--- config.mk ---
export PLATFORM = sky130hd
export DESIGN_NAME = base64_stream_encoder
export DESIGN_NICKNAME = d
export VERILOG_FILES = /design/src/rtl/b64e_pkg.sv /design/src/rtl/b64e_front.sv /design/src/rtl/b64e_queue.sv /design/src/rtl/b64e_back.sv /design/src/rtl/base64_stream_encoder.sv
export SDC_FILE = /design/constraint.sdc
export NUM_CORES = 1
export LEC_CHECK = 0
export BUFFER_PORTS_ARGS = -buffer_cell sky130_fd_sc_hd__clkbuf_2
export CORE_ASPECT_RATIO = 0.8
export CORE_MARGIN = 10
export CORE_UTILIZATION = 45
export DETAILED_ROUTE_END_ITERATION = 7
export SLEW_MARGIN = 20
export SYNTH_ARGS = -nofsm -noshare
export SYNTH_HDL_FRONTEND = slang
export SYNTH_SLANG_ARGS = --single-unit
--- constraint.sdc ---
create_clock -name i_clk -period 3.4 [get_ports i_clk]
set_clock_uncertainty 0.1 [all_clocks]
set_input_delay 0.34 -clock i_clk [delete_from_list [all_inputs] [get_ports i_clk]]
set_output_delay 0.34 -clock i_clk [all_outputs]
set_load 0.02 [all_outputs]
--- src/rtl/b64e_pkg.sv ---
`timescale 1ns / 1ps

package b64e_pkg;

    localparam logic [7:0] CH_UPPER_A = 8'h41;
    localparam logic [7:0] CH_LOWER_A = 8'h61;
    localparam logic [7:0] CH_DIGIT_0 = 8'h30;
    localparam logic [7:0] CH_PLUS    = 8'h2B;
    localparam logic [7:0] CH_SLASH   = 8'h2F;
    localparam logic [7:0] CH_PAD     = 8'h3D;

    localparam logic [5:0] SEXTET_LOWER = 6'd26;
    localparam logic [5:0] SEXTET_DIGIT = 6'd52;
    localparam logic [5:0] SEXTET_PLUS  = 6'd62;

    typedef struct packed {
        logic [7:0] data_byte;
        logic       is_final;
    } t_in_item;

    typedef struct packed {
        logic [7:0] out_char;
        logic       end_of_run;
    } t_out_item;

    // Characters produced by one input byte, emitted from index 0 up to last_idx.
    typedef struct packed {
        logic [3:0][7:0] chars;
        logic [1:0]      last_idx;
    } t_job;

    function automatic logic [7:0] b64_char(input logic [5:0] v);
        logic [7:0] w;
        w = {2'b00, v};
        if (v < SEXTET_LOWER) begin
            return CH_UPPER_A + w;
        end else if (v < SEXTET_DIGIT) begin
            return CH_LOWER_A + w - {2'b00, SEXTET_LOWER};
        end else if (v < SEXTET_PLUS) begin
            return CH_DIGIT_0 + w - {2'b00, SEXTET_DIGIT};
        end else if (v == SEXTET_PLUS) begin
            return CH_PLUS;
        end else begin
            return CH_SLASH;
        end
    endfunction

endpackage

--- src/rtl/b64e_front.sv ---
`timescale 1ns / 1ps

module b64e_front
    import b64e_pkg::*;
(
    input  logic     i_clk,
    input  logic     i_rst_n,
    input  logic     i_push,
    input  t_in_item i_item,
    input  logic     i_q_full,
    output logic     o_full,
    output logic     o_q_wr,
    output t_job     o_q_job
);

    typedef enum logic [1:0] {
        POS_0,
        POS_1,
        POS_2
    } t_pos;

    t_pos       r_pos, n_pos;
    logic [3:0] r_carry, n_carry;
    logic       accept;
    logic [7:0] b;

    assign b       = i_item.data_byte;
    assign accept  = i_push && !i_q_full;
    assign o_full  = i_q_full;
    assign o_q_wr  = accept;

    always_comb begin
        o_q_job.chars    = {4{CH_PAD}};
        o_q_job.last_idx = 2'd0;
        n_pos            = r_pos;
        n_carry          = r_carry;
        case (r_pos)
            POS_1: begin
                o_q_job.chars[0] = b64_char({r_carry[1:0], b[7:4]});
                o_q_job.chars[1] = b64_char({b[3:0], 2'b00});
                o_q_job.last_idx = i_item.is_final ? 2'd2 : 2'd0;
                n_pos            = POS_2;
                n_carry          = b[3:0];
            end
            POS_2: begin
                o_q_job.chars[0] = b64_char({r_carry, b[7:6]});
                o_q_job.chars[1] = b64_char(b[5:0]);
                o_q_job.last_idx = 2'd1;
                n_pos            = POS_0;
                n_carry          = 4'd0;
            end
            default: begin
                o_q_job.chars[0] = b64_char(b[7:2]);
                o_q_job.chars[1] = b64_char({b[1:0], 4'b0000});
                o_q_job.last_idx = i_item.is_final ? 2'd3 : 2'd0;
                n_pos            = POS_1;
                n_carry          = {2'b00, b[1:0]};
            end
        endcase
        // a final byte closes the group
        if (i_item.is_final) begin
            n_pos   = POS_0;
            n_carry = 4'd0;
        end
    end

    always_ff @(posedge i_clk) begin
        if (!i_rst_n) begin
            r_pos   <= POS_0;
            r_carry <= 4'd0;
        end else if (accept) begin
            r_pos   <= n_pos;
            r_carry <= n_carry;
        end
    end

`ifndef SYNTH
    a_final_restarts_group: assert property (@(posedge i_clk) disable iff (!i_rst_n)
        (accept && i_item.is_final) |=> (r_pos == POS_0 && r_carry == 4'd0))
        else $error("group not restarted after final byte");
    a_carry_narrow_at_pos1: assert property (@(posedge i_clk) disable iff (!i_rst_n)
        (r_pos == POS_1) |-> (r_carry[3:2] == 2'b00))
        else $error("carry too wide after first byte of group");
    a_carry_zero_at_pos0: assert property (@(posedge i_clk) disable iff (!i_rst_n)
        (r_pos == POS_0) |-> (r_carry == 4'd0))
        else $error("carry left over at group start");
`endif

endmodule

--- src/rtl/b64e_queue.sv ---
`timescale 1ns / 1ps

module b64e_queue
    import b64e_pkg::*;
#(
    parameter int DEPTH = 2
) (
    input  logic i_clk,
    input  logic i_rst_n,
    input  logic i_wr,
    input  t_job i_wr_job,
    input  logic i_rd,
    output logic o_full,
    output logic o_valid,
    output t_job o_head
);

    localparam int PTR_W = $clog2(DEPTH);
    localparam int CNT_W = $clog2(DEPTH + 1);

    t_job             r_mem [DEPTH];
    logic [PTR_W-1:0] r_wr_ptr, r_rd_ptr;
    logic [CNT_W-1:0] r_count;
    logic             wr_en, rd_en;

    assign o_full  = (r_count == CNT_W'(DEPTH));
    assign o_valid = (r_count != '0);
    assign o_head  = r_mem[r_rd_ptr];
    assign wr_en   = i_wr && !o_full;
    assign rd_en   = i_rd && o_valid;

    always_ff @(posedge i_clk) begin
        if (wr_en) begin
            r_mem[r_wr_ptr] <= i_wr_job;
        end
    end

    always_ff @(posedge i_clk) begin
        if (!i_rst_n) begin
            r_wr_ptr <= '0;
            r_rd_ptr <= '0;
            r_count  <= '0;
        end else begin
            if (wr_en) begin
                r_wr_ptr <= (r_wr_ptr == PTR_W'(DEPTH - 1)) ? '0 : r_wr_ptr + PTR_W'(1);
            end
            if (rd_en) begin
                r_rd_ptr <= (r_rd_ptr == PTR_W'(DEPTH - 1)) ? '0 : r_rd_ptr + PTR_W'(1);
            end
            if (wr_en && !rd_en) begin
                r_count <= r_count + CNT_W'(1);
            end else if (rd_en && !wr_en) begin
                r_count <= r_count - CNT_W'(1);
            end
        end
    end

`ifndef SYNTH
    a_count_bound: assert property (@(posedge i_clk) disable iff (!i_rst_n)
        r_count <= CNT_W'(DEPTH))
        else $error("job queue count out of range");
    a_ptrs_meet_when_empty: assert property (@(posedge i_clk) disable iff (!i_rst_n)
        (r_count == '0) |-> (r_wr_ptr == r_rd_ptr))
        else $error("job queue pointers disagree with count");
    a_write_only_grows: assert property (@(posedge i_clk) disable iff (!i_rst_n)
        (wr_en && !rd_en) |=> (r_count == $past(r_count) + CNT_W'(1)))
        else $error("job queue lost a write");
`endif

endmodule

--- src/rtl/b64e_back.sv ---
`timescale 1ns / 1ps

module b64e_back
    import b64e_pkg::*;
(
    input  logic      i_clk,
    input  logic      i_rst_n,
    input  logic      i_q_valid,
    input  t_job      i_q_head,
    output logic      o_q_rd,
    input  logic      i_pop,
    output logic      o_empty,
    output t_out_item o_item
);

    logic [1:0] r_idx;
    logic       r_out_valid;
    t_out_item  r_out;
    logic       advance;
    logic       emit;
    logic       last_char;

    assign advance   = !r_out_valid || i_pop;
    assign emit      = advance && i_q_valid;
    assign last_char = (r_idx == i_q_head.last_idx);
    assign o_q_rd    = emit && last_char;
    assign o_empty   = !r_out_valid;
    assign o_item    = r_out;

    always_ff @(posedge i_clk) begin
        if (emit) begin
            r_out.out_char   <= i_q_head.chars[r_idx];
            r_out.end_of_run <= last_char;
        end
    end

    always_ff @(posedge i_clk) begin
        if (!i_rst_n) begin
            r_idx       <= 2'd0;
            r_out_valid <= 1'b0;
        end else begin
            if (advance) begin
                r_out_valid <= i_q_valid;
            end
            if (emit) begin
                r_idx <= last_char ? 2'd0 : r_idx + 2'd1;
            end
        end
    end

`ifndef SYNTH
    a_idx_within_job: assert property (@(posedge i_clk) disable iff (!i_rst_n)
        i_q_valid |-> (r_idx <= i_q_head.last_idx))
        else $error("character index past end of job");
    a_idx_restarts: assert property (@(posedge i_clk) disable iff (!i_rst_n)
        o_q_rd |=> (r_idx == 2'd0))
        else $error("character index not restarted after job");
    a_idle_idx_zero: assert property (@(posedge i_clk) disable iff (!i_rst_n)
        !i_q_valid |-> (r_idx == 2'd0))
        else $error("character index stale with no job");
`endif

endmodule

--- src/rtl/base64_stream_encoder.sv ---
`timescale 1ns / 1ps

// Base64 (RFC 4648) stream encoder. Push one message byte per transfer, with
// is_final set on the last byte of the message; pop ASCII characters, one per
// transfer, with end_of_run marking the last character a byte produces. A byte
// produces one or two characters, and a final byte produces two to four
// including '=' padding. Characters leave at one per cycle from the output
// register while the consumer keeps popping, and a byte yields 1 to 4 of them
// (4/3 on average over a long message). Bytes are taken one per cycle into a
// job queue of QDEPTH entries; push stalls (full) only when that queue fills.
// A byte's first character passes through the job queue and then the output
// register before it reaches the result ports, where it can be popped.
module base64_stream_encoder
    import b64e_pkg::*;
#(
    parameter int QDEPTH = 2
) (
    input  logic      i_clk,
    input  logic      i_rst_n,
    input  logic      push,
    output logic      full,
    input  t_in_item  i_in_item,
    output logic      empty,
    input  logic      pop,
    output t_out_item o_out_item
);

    logic q_wr;
    t_job q_wr_job;
    logic q_full;
    logic q_valid;
    t_job q_head;
    logic q_rd;

    b64e_front u_front (
        .i_clk    (i_clk),
        .i_rst_n  (i_rst_n),
        .i_push   (push),
        .i_item   (i_in_item),
        .i_q_full (q_full),
        .o_full   (full),
        .o_q_wr   (q_wr),
        .o_q_job  (q_wr_job)
    );

    b64e_queue #(
        .DEPTH (QDEPTH)
    ) u_queue (
        .i_clk    (i_clk),
        .i_rst_n  (i_rst_n),
        .i_wr     (q_wr),
        .i_wr_job (q_wr_job),
        .i_rd     (q_rd),
        .o_full   (q_full),
        .o_valid  (q_valid),
        .o_head   (q_head)
    );

    b64e_back u_back (
        .i_clk     (i_clk),
        .i_rst_n   (i_rst_n),
        .i_q_valid (q_valid),
        .i_q_head  (q_head),
        .o_q_rd    (q_rd),
        .i_pop     (pop),
        .o_empty   (empty),
        .o_item    (o_out_item)
    );

endmodule
==> reports/qor.yml <==
grt:
  overflow: 0
  grtUsageTotal: 0.1786
  antenna_found_initial: 0
  grt_pass1_vias: 3696
  grt_max_degree: 26
  grt_pass1_wl_mm: 19.89
critical_path:
  crit_path_end_kind: "flop"
  arrival_ns: 2.67
  slowest_stage: "or4_1"
  crit_type: "reg2reg"
  rr_worst_depth: 6
  r2r_start: "u_front.r_carry[0]"
  critPathMaxFanout: 11
  required_ns: 3.34
  slowest_delay_ns: 0.55
  r2r_end: "u_queue.r_mem[0][7]"
  start_kind: "flop"
  r2r_slack_ns: 0.67
  path_cells: "ha_1 > nor2b_1 > nand3_1 > o21ai_1 > nor3_1 > or4_1"
power_and_ir_drop:
  pwr_density_cell_nw_per_um2: 582.2
  p_int_mw: 1.899
  power_leakage_nw: 1.795
  pwr-share-seq: 0.379
  p_sw_uw: 924.8
  power_switching_share: 0.3276
  ir_drop_uv: 371.0
  p_clk_frac: 0.272
  pwr-share-comb: 0.349
run_status:
  status: "finished, final reports clean"
place:
  post-dp-hpwl_mm: 8.697
  gp_congestion: 0.9736
  port_buffers: 23
timing:
  tns_ns: 0
  report.final.slew_viol_count: 0
  fmax_mhz: 366.3
  setup_violations: 0
  min_period_ns: 2.730
  rsz0062_at_grt: "no"
  tightest_slew_ns: 0.7135
  hold_viol: 0
  whs_ns: 0.3040
  max_slew_margin: 0.5226
  timing.final.crit_share: 0.8029
detailed_routing:
  wl_per_cell_um: 19.65
  viasPerCell: 6.297
  drt-initial-drc-count: 476
  drtPass1Iterations: 5
  vias: 3841
  ant_nets: 0
  drcViolationCount: 0
  routed_wl_mm: 11.99
finish:
  layout_commonest_cell: "edfxtp_1"
  nNetsFinal: 534
  antennaDiodeCount: 0
  area_growth_pct: 11.57
  seqCellArea_um2: 1632
  drive_gt1_frac: 0.1374
  fill_cells: 876
  final_cell_mix: "edfxtp_1, nand2_1, nor2_1, a21oi_1, ha_1"
  multi_input_area_um2: 2492
floorplan:
  row_count: 31
  die_area_um2: 14010
  fp.coreArea_um2: 9231
  die_h_um: 107.9
  io_pins: 24
  fp.dieW_um: 129.9
  initial_core_util: 0.4709
synth:
  yosysUniqueCellTypes: 62
  synthArstFlopShare: 0
  synth.net_count: 514
  ys_seq_area_frac: 0.3754
  synth_cells: 471
  netlist.area_leader.share: 0.3109
  yosysTopAreaCell: "edfxtp_1"
  netlist_area_um2: 4347
  synth_edf_count: 45
  yosys_warnings: 0
  yosys-top-cells-area: "edfxtp_1, ha_1, dfxtp_1"
  ys.flop_type: "edfxtp_1"
  synth_seq_cells: 59
  avgSynthCellArea_um2: 9.229
run:
  maxCapViolations: 0
min_path:
  hp-start: "i_rst_n"
  worst_hold_path_type: "in2reg"
  hold_path_depth: 2
  holdPathEnd: "u_back.r_out_valid"
clock_tree:
  cts_buffer_depth: 2
  tritoncts: "yes"
  cts_resized: 0
  path_clk_slew_ns: 0.05
  cts_hold_buf: 0
  cts_made_buffers: 9
  clock_sinks: 59
  root_buffer: "clkbuf_16"
  cts_setup_buffers: 0
  worstSkewPairLatency_ns: 0.32
  htree_levels: 3
## routing by layer
layer	GRT usage	share of wire	vias up
li1	-	-	1782
met1	0.2569	0.47	1863
met2	0.2599	0.44	184
met3	0.04825	0.078	12
met4	0.03926	0.011	0
met5	0	0	-
## flip-flops by register name (all words and copies together) (netlist names), named ones only
signal / count
u_queue.r_count: 2
u_front.r_carry: 4
u_queue.r_rd_ptr: 1
u_queue.r_mem: 36
u_back.r_idx: 2
u_back.o_item: 9
u_queue.r_wr_ptr: 1
u_back.r_out_valid: 1
u_front.r_pos: 2
## cell usage after synthesis, types with 2 or more instances
master and n:
a22oi_1 7, a21oi_1 30, nor2_1 30, nor3_1 16, o311ai_0 5, a21boi_0 2, xor2_1 6, mux4_2 8
inv_1 22, mux2i_1 2, o211ai_1 4, and2_1 6, o21ai_0 29, nand3_1 14, or2_2 5, or3_1 3
a221o_1 2, a21o_1 5, a221oi_1 2, o221ai_1 4, nand2_1 37, nor4_1 3, nor3b_1 3, a32oi_1 2
o21a_1 3, ha_1 30, edfxtp_1 45, o31ai_1 5, buf_1 2, clkbuf_1 18, nor2b_1 21, o22ai_1 4
nand2b_1 7, and3_1 2, a311oi_1 2, a211o_1 3, a31oi_1 10, buf_2 9, dfxtp_1 14, nand4_1 3
xnor2_1 20, a211oi_1 6
## worst max-delay path: cells and delay by family, from the launching register on
kind            cells  cell delay [ns]
compound gates      1             0.16
fa+ha+maj           1             0.46
flops               1             0.54
simple gates        4             1.17
## kinds of logic (layout without fill, tap and decap cells)
family	Yosys count	after routing	synth area share
AND/OR/NAND/NOR	155	155	0.1799
AO/OA/AOI/OAI	136	136	0.2061
flip-flops	59	59	0.3754
buffers and inverters	54	78	0.05123
adder cells (fa/ha/maj)	30	30	0.08636
XOR/XNOR	26	26	0.05239
multiplexers	11	11	0.04865
## power groups by stage
stage | combinational (mW) | clock [mW] | sequential [mW]
after detailed placement | 0.990 | 0 | 1.08
after global routing | 1.09 | 0.817 | 1.09
after CTS | 0.995 | 0.784 | 1.07
after floorplan | 0.639 | 0 | 1.14
final | 0.985 | 0.768 | 1.07
after global placement | 0.981 | 0 | 1.08
## stage by stage
stage	power (mW)	cell area, um^2	setup slack (ns)	instances	util
3_3_place_gp	2.060	4597	0.5105	595	0.4980
4_1_cts	2.851	4850	0.6824	610	0.5253
3_5_place_dp	2.073	4597	0.5935	595	0.4980
6_report	2.823	4850	0.6701	610	0.5253
5_1_grt	2.998	4850	0.5121	610	0.5253
2_1_floorplan	1.782	4347	0.9428	471	-
## how the worst max path moves through the flow
stage | from | end | slack [ns] | cells past startpoint
6_report | u_front.r_carry[0] | u_queue.r_mem[0][7] | 0.67 | 6
5_1_grt | u_front.r_carry[0] | u_queue.r_mem[0][7] | 0.51 | 6
4_1_cts | u_front.r_carry[0] | u_queue.r_mem[0][7] | 0.68 | 6
3_5_place_dp | i_in_item[3] | u_queue.r_mem[0][13] | 0.59 | 8
3_3_place_gp | i_in_item[3] | u_queue.r_mem[0][13] | 0.51 | 8
2_1_floorplan | u_front.r_carry[0] | u_queue.r_mem[0][7] | 0.94 | 9
## area by class of cell
cell class | instances | share of cell area
Multi-Input combinational cell | 358 | 0.5139
Sequential cell | 59 | 0.3364
Timing Repair Buffer | 40 | 0.05005
Clock buffer | 12 | 0.04876
Tap cell | 115 | 0.02967
Inverter | 23 | 0.01780
Clock inverter | 3 | 0.003354
(Power assumes the default switching activity.)
